<file path="src/hdl/neighbour_sum_prune_filter_assert.svh">
// assertion macros for the neighbour-sum prune filter
`ifndef NEIGHBOUR_SUM_PRUNE_FILTER_ASSERT_SVH
`define NEIGHBOUR_SUM_PRUNE_FILTER_ASSERT_SVH

// checked on every rising edge while out of reset
`define NPF_ASSERT(name, prop, msg) \
  name: assert property (@(posedge clk_i) disable iff (!rst_ni) (prop)) else $error(msg);

// checked on every rising edge, reset included
`define NPF_ASSERT_ALWAYS(name, prop, msg) \
  name: assert property (@(posedge clk_i) (prop)) else $error(msg);

`endif

</file>
<file path="src/hdl/npf_pkg.sv">
`default_nettype none
package npf_pkg;

  localparam int unsigned CFG_W      = 13;
  localparam int unsigned IDX_W      = 2;
  localparam int unsigned PIX_W      = 8;
  localparam int unsigned THR_W      = 4;
  localparam int unsigned OROW_W     = 12;
  localparam int unsigned MAX_HEIGHT = 4096;

  localparam logic [IDX_W-1:0] REG_IMAGE_WIDTH    = 2'd0;
  localparam logic [IDX_W-1:0] REG_IMAGE_HEIGHT   = 2'd1;
  localparam logic [IDX_W-1:0] REG_MIN_NEIGHBOURS = 2'd2;

  localparam logic [CFG_W-1:0] RST_IMAGE_WIDTH    = 13'd640;
  localparam logic [CFG_W-1:0] RST_IMAGE_HEIGHT   = 13'd480;
  localparam logic [THR_W-1:0] RST_MIN_NEIGHBOURS = 4'd1;

  localparam logic KIND_PIXEL = 1'b0;
  localparam logic KIND_FLUSH = 1'b1;

  typedef struct packed {
    logic rd_en;
    logic wr_en;
  } lb_ctrl_t;

endpackage
`default_nettype wire

</file>
<file path="src/hdl/npf_window.sv">
`default_nettype none
module npf_window (
  input  wire logic                      clk_i,
  input  wire logic                      rst_ni,
  input  wire logic                      shift_i,
  input  wire logic [npf_pkg::PIX_W-1:0] up_i,
  input  wire logic [npf_pkg::PIX_W-1:0] mid_i,
  input  wire logic [npf_pkg::PIX_W-1:0] px_i,
  input  wire logic                      border_i,
  input  wire logic [npf_pkg::THR_W-1:0] min_neighbours_i,
  output logic      [npf_pkg::PIX_W-1:0] value_o
);

  localparam int unsigned SUM_W = npf_pkg::PIX_W + 4;

  // left and centre columns per row; the right column is the live input
  logic [npf_pkg::PIX_W-1:0] win_q [3][2];
  logic [npf_pkg::PIX_W-1:0] centre;
  logic [SUM_W-1:0]          sum;
  logic [SUM_W-1:0]          thresh;

  always_ff @(posedge clk_i or negedge rst_ni) begin
    if (!rst_ni) begin
      for (int r = 0; r < 3; r++) begin
        win_q[r][0] <= '0;
        win_q[r][1] <= '0;
      end
    end else if (shift_i) begin
      for (int r = 0; r < 3; r++) begin
        win_q[r][0] <= win_q[r][1];
      end
      win_q[0][1] <= up_i;
      win_q[1][1] <= mid_i;
      win_q[2][1] <= px_i;
    end
  end

  assign centre = win_q[1][1];

  assign sum = SUM_W'(win_q[0][0]) + SUM_W'(win_q[0][1]) + SUM_W'(up_i)
             + SUM_W'(win_q[1][0]) + SUM_W'(mid_i)
             + SUM_W'(win_q[2][0]) + SUM_W'(win_q[2][1]) + SUM_W'(px_i);

  // threshold times 255
  assign thresh = {min_neighbours_i, {npf_pkg::PIX_W{1'b0}}} - SUM_W'(min_neighbours_i);

  always_comb begin
    if (border_i || (sum >= thresh)) begin
      value_o = centre;
    end else begin
      value_o = '0;
    end
  end

endmodule
`default_nettype wire

</file>
<file path="config.mk">
export PLATFORM = sky130hd
export DESIGN_NAME = npf_window
export DESIGN_NICKNAME = d
export VERILOG_FILES = /design/src/hdl/neighbour_sum_prune_filter_assert.svh /design/src/hdl/npf_pkg.sv /design/src/hdl/npf_window.sv
export SDC_FILE = /design/constraint.sdc
export NUM_CORES = 1
export LEC_CHECK = 0
export BUFFER_PORTS_ARGS = -buffer_cell sky130_fd_sc_hd__buf_2
export CAP_MARGIN = 20
export CELL_PAD_IN_SITES_DETAIL_PLACEMENT = 0
export CELL_PAD_IN_SITES_GLOBAL_PLACEMENT = 2
export CORE_AREA = 2 2 101 103
export DETAILED_ROUTE_END_ITERATION = 12
export DIE_AREA = 0 0 103 105
export PLACE_DENSITY_LB_ADDON = 0.1
export SLEW_MARGIN = 40
export SYNTH_ARGS = -nofsm -noshare
export SYNTH_HDL_FRONTEND = slang
export SYNTH_SLANG_ARGS = --single-unit
</file>
<file path="constraint.sdc">
create_clock -name clk_i -period 16.8 [get_ports clk_i]
set_input_delay 0.84 -clock clk_i [delete_from_list [all_inputs] [get_ports clk_i]]
set_output_delay 0.84 -clock clk_i [all_outputs]
set_load 0.005 [all_outputs]
</file>
# Word level (Yosys, flattened, before mapping)
# Cells that the tools add are included.
dict set report word_totals {
  reg_bits 48
  latch_bits 0
  ram_bits 0
  romBits 0
  input_bits 32
  n_memories 0
}
dict set report classes {
  addsub 8
  n_mul 0
  n_div 0
  magnitude_cmp 1
  eq_ne 0
  n_shift 0
  muxes 1
  bitwise_logic 0
  reduce_logical 1
}
# operator count
set op_table {}
lappend op_table {{12-bit by 8-bit adder with 12-bit output} 3}
lappend op_table {{11-bit by 8-bit adder with 12-bit output} 1}
lappend op_table {{12-bit >= comparator} 1}
lappend op_table {{12-bit by 4-bit subtractor with 12-bit output} 1}
lappend op_table {{10-bit by 8-bit adder with 11-bit output} 1}
lappend op_table {{9-bit by 8-bit adder with 10-bit output} 1}
lappend op_table {{8-bit by 8-bit adder with 9-bit output} 1}
lappend op_table {{8-bit 2-to-1 mux} 1}
lappend op_table {{1-bit logical OR} 1}

# Longest topological paths before layout
dict set report logic_depth {
  word_depth 10
  mapped_depth 22
}

# Worst setup path after synthesis
# Ideal clock, no wire load.
dict set report synth_timing {
  kind {input to output}
  startpoint {input port up_i[6] (netlist bit)}
  endpoint {output port value_o[0] (netlist bit)}
  t_arrival_ns 5.839
  setup_slack_ns 10.121
  stages 20
  cell_sequence {inv_1 fa_1 inv_1 fa_1 fa_1 inv_1 fa_1 inv_1 ha_1 and3_1 a221o_1 or4_1 o311a_1 xor2_1 ha_1 a21o_1 a211o_1 a211oi_1 nor3_1 and2_1}
}
dict set report synth_via {
  elab_chain_cells 9
}
# element line_no
set synth_rtl {}
lappend synth_rtl {{start, declared} npf_window.sv:6} ;# input wire logic [npf_pkg::PIX_W-1:0] up_i,
lappend synth_rtl {{9-bit by 8-bit adder with 10-bit output} npf_window.sv:40} ;# assign sum = SUM_W'(win_q[0][0]) + SUM_W'(win_q[0][1]) + SUM_W'(up_i)
lappend synth_rtl {{10-bit by 8-bit adder with 11-bit output} npf_window.sv:41} ;# + SUM_W'(win_q[1][0]) + SUM_W'(mid_i)
lappend synth_rtl {{11-bit by 8-bit adder with 12-bit output} npf_window.sv:41}
lappend synth_rtl {{12-bit by 8-bit adder with 12-bit output (3 in series)} npf_window.sv:42} ;# + SUM_W'(win_q[2][0]) + SUM_W'(win_q[2][1]) + SUM_W'(px_i);
lappend synth_rtl {{12-bit >= comparator} npf_window.sv:48} ;# if (border_i || (sum >= thresh)) begin
lappend synth_rtl {{1-bit logical OR} npf_window.sv:48}
lappend synth_rtl {{8-bit 2-to-1 mux} npf_window.sv:48}
lappend synth_rtl {{end, declared} npf_window.sv:11} ;# output logic [npf_pkg::PIX_W-1:0] value_o
# Every way passes these cells.

# Worst setup path after layout
dict set report layout_timing {
  startpoint {input port up_i[6] (netlist bit)}
  endpoint {output port value_o[6] (netlist bit)}
}
# Same word-level chain as after synthesis.

==> results.toml <==
[finish]
layout_commonest_cell = "inv_1"
multi_input_area_sq_um = 2120
area_added_between_synthesis_and_finish_pct = 12.6
diodes = 0
fillers = 1013
area.sequential_sq_um = 1200
layout.cells.most_common_list = "121 x inv_1, 48 x dfrtp_1, 47 x fa_1"
final_layout_size_suffix_gt1_share_pct = 16.8
number_of_nets_in_the_layout = 531

[synthesis]
synth_edf_count = 0
yosys.cell_types.count = 29
netlist_top_cells_area = "dfrtp_1 32%, fa_1 25%, inv_1 12%"
synth_area_leader_cell = "dfrtp_1"
synth_area_sq_um = 3800
synthArstFlopShare_pct = 100
synth-seq-area-share_pct = 31.6
syn_inst = 387
yosys_register_bits = 48
synth_flop_cell = "dfrtp_1"
syn_avg_cell_area_sq_um = 9.82
yosys_warnings = 0
mappedNetlistNets = 491
synth.top_cell.area_share_pct = 31.6

[sta]
period_needed_ps = 7310
tns_ps = 0
hold-worst-slack_ps = 488
unrepaired_setup_endpoints_after_global_routing = "false"
hold_violations = 0
drv_slew = 0
clock-skew-final_ps = 8.92
final.period_utilization_pct = 43.5
clock.fmax_mhz = 137
timing.slew.headroom_pct = 51.3
worst_max_slew_pin_slew_ps = 730
timing.final.setup_violations = 0

[floorplan]
coreArea_sq_um = 9640
die-height_um = 105
initial_core_util_pct = 39.4
io_pins = 40
fp-row-count = 36
dieWidth_um = 103
fp.dieArea_sq_um = 10800

[worst_setup_path]
worst-endpoint-arrival_ps = 6470
critPathLaunchType = "input port"
critical_path.slowest_cell = "fa_1"
timing.setup.critical_path_class = "input port to output port"
regToRegEndpoint = "win_q[46]"
worst_ep_required_time_ps = 15960
crit-reg2reg-launch = "win_q[38]"
ff2ff_setup_slack_ps = 15990
worst_path_largest_cell_delay_ps = 540
crit_chain = "buf_2, inv_1, fa_1, inv_1, fa_1, fa_1, inv_1, fa_1, inv_1, ha_1, and3_1, a221o_1, or4_1, o311a_1, xor2_1, ha_1, a21o_1, a211o_1, a211oi_1, nor3_4, and2_1, buf_2"
cp_max_fo = 8
critPathCaptureType = "output port"
rr_worst_depth = 1

[power]
vdd_ir_drop_max_uv = 91.6
power_frac_clock_pct = 9.9
power-per-cell-area_nw_per_um2 = 212
netSwitchingFraction_pct = 46.0
cell_internal_pwr_mw = 0.490
power.switching_mw = 0.417
comb_power_share_pct = 75.3
p_seq_share_pct = 14.8
total_leakage_power_nw = 2.28

[cts]
cts-root-buf = "clkbuf_8"
cts_setup_buffers = 0
worstSkewPairLatency_ps = 300
clock_tree.htree_level_count = 2
tritoncts = "built"
worst_setup_hold_path_clk_slew_ps = 80
holdBufCountCts = 0
cts.path.max_buffers = 2
clock_sink_count = 48
cts_resized = 0
cts_inserted_buffers = 5

[detailed_routing]
drc_violations_left = 0
detail_route.first_pass.iterations = 4
ant_nets = 0
met3_wirelength_um = 225
vias_per_cell = 4.49
detailroute.wirelength.met2_mm = 3.30
routed-via-count = 2518
maxUsedRoutingLayer = "met4"
wl_per_cell_um = 11.5
drtIter0Drc = 23
drt-met1-wl_mm = 2.85
routed_wirelength_mm = 6.47

[placement]
number_of_i_o_port_buffers = 39
globalplace.congestion = 0.737
dp_hpwl_mm = 5.22

[worst_hold_path]
timing.hold.worst_path_depth = 2
min_from = "win_q[0]"
hold_path_class = "register to register"
whs_endpoint = "win_q[8]"

[flow_run]
cap_viol_max_count = 0

[grt]
grt_usage_pct = 13.5
grt_max_degree = 78
antenna_found_initial = 1
grt_pass1_wl_mm = 11.6
first_global_vias = 2631
grt.overflow.total = 0

[outcome]
outcome = "completed"
==> kinds of logic after synthesis <==
logic type | Yosys count | share of synthesized area, %
XOR/XNOR | 9 | 2.08
AO/OA/AOI/OAI | 48 | 7.11
multiplexers | 20 | 5.93
buffers and inverters | 129 | 12.7
AND/OR/NAND/NOR | 61 | 7.51
flip-flops | 48 | 31.6
adder cells (fa/ha/maj) | 72 | 33.0
==> cell type report <==
class	count	area share (%)
multi-input combinational	210	49.7
sequential	48	28.1
clock inverter	2	0.907
tap	133	3.89
clock buffer	6	1.93
timing repair buffer	41	4.91
inverter	121	10.6
==> synth_stat cells, drive strengths merged, types with 4 or more instances <==
library cell / number
o21ai: 32
a21oi: 6
fa: 47
ha: 25
inv: 121
xnor2: 6
and2: 10
nor2: 4
dfrtp: 48
mux2: 20
nand2: 33
clkbuf: 5
nor3: 5
==> critical path, delay by kind of cell <==
family | cells | cell delay [ps]
AOI/OAI and AO/OA | 5 | 1340
xor gates and xnor gates | 1 | 150
adders and majority gates | 6 | 2760
buffers and inverters | 6 | 390
and+or+nand+nor | 4 | 970
==> sequential cells by signal (all words and copies together) (netlist names) <==
register and count:
win_q 40, centre 8
==> power groups by stage <==
stage                     Clock [mW]  Combinational [mW]  Sequential (mW)
after CTS                     0.0948               0.707            0.135
final                         0.0896               0.683            0.134
after global routing          0.0985               0.817            0.136
after detailed placement           0               0.702            0.137
after floorplan                    0               0.517            0.135
after global placement             0               0.684            0.137
==> through the flow <==
step	util [%]	power, mW	instances	instance area [sq um]	worst slack, ps
floorplan	-	0.653	387	3800	10120
global placement	43.1	0.821	553	4150	9490
detailed placement	43.1	0.839	553	4160	9440
CTS	44.4	0.937	561	4280	9430
global route	44.4	1.05	561	4280	9160
finish	44.4	0.907	561	4280	9490
==> worst max-delay path by stage <==
stage | from | to | cells after the start
finish | up_i[6] | value_o[6] | 22
global route | up_i[6] | value_o[5] | 22
floorplan | up_i[6] | value_o[0] | 20
CTS | up_i[6] | value_o[6] | 22
detailed placement | up_i[6] | value_o[6] | 22
global placement | up_i[6] | value_o[7] | 22
==> metal layers <==
| layer | vias up | GRT usage (%) |
|---|---|---|
| met4 | 0 | 3.48 |
| li1 | 1237 | - |
| met2 | 34 | 22.5 |
| met3 | 9 | 2.47 |
| met5 | - | 0 |
| met1 | 1238 | 18.0 |
(Power assumes the default switching activity.)
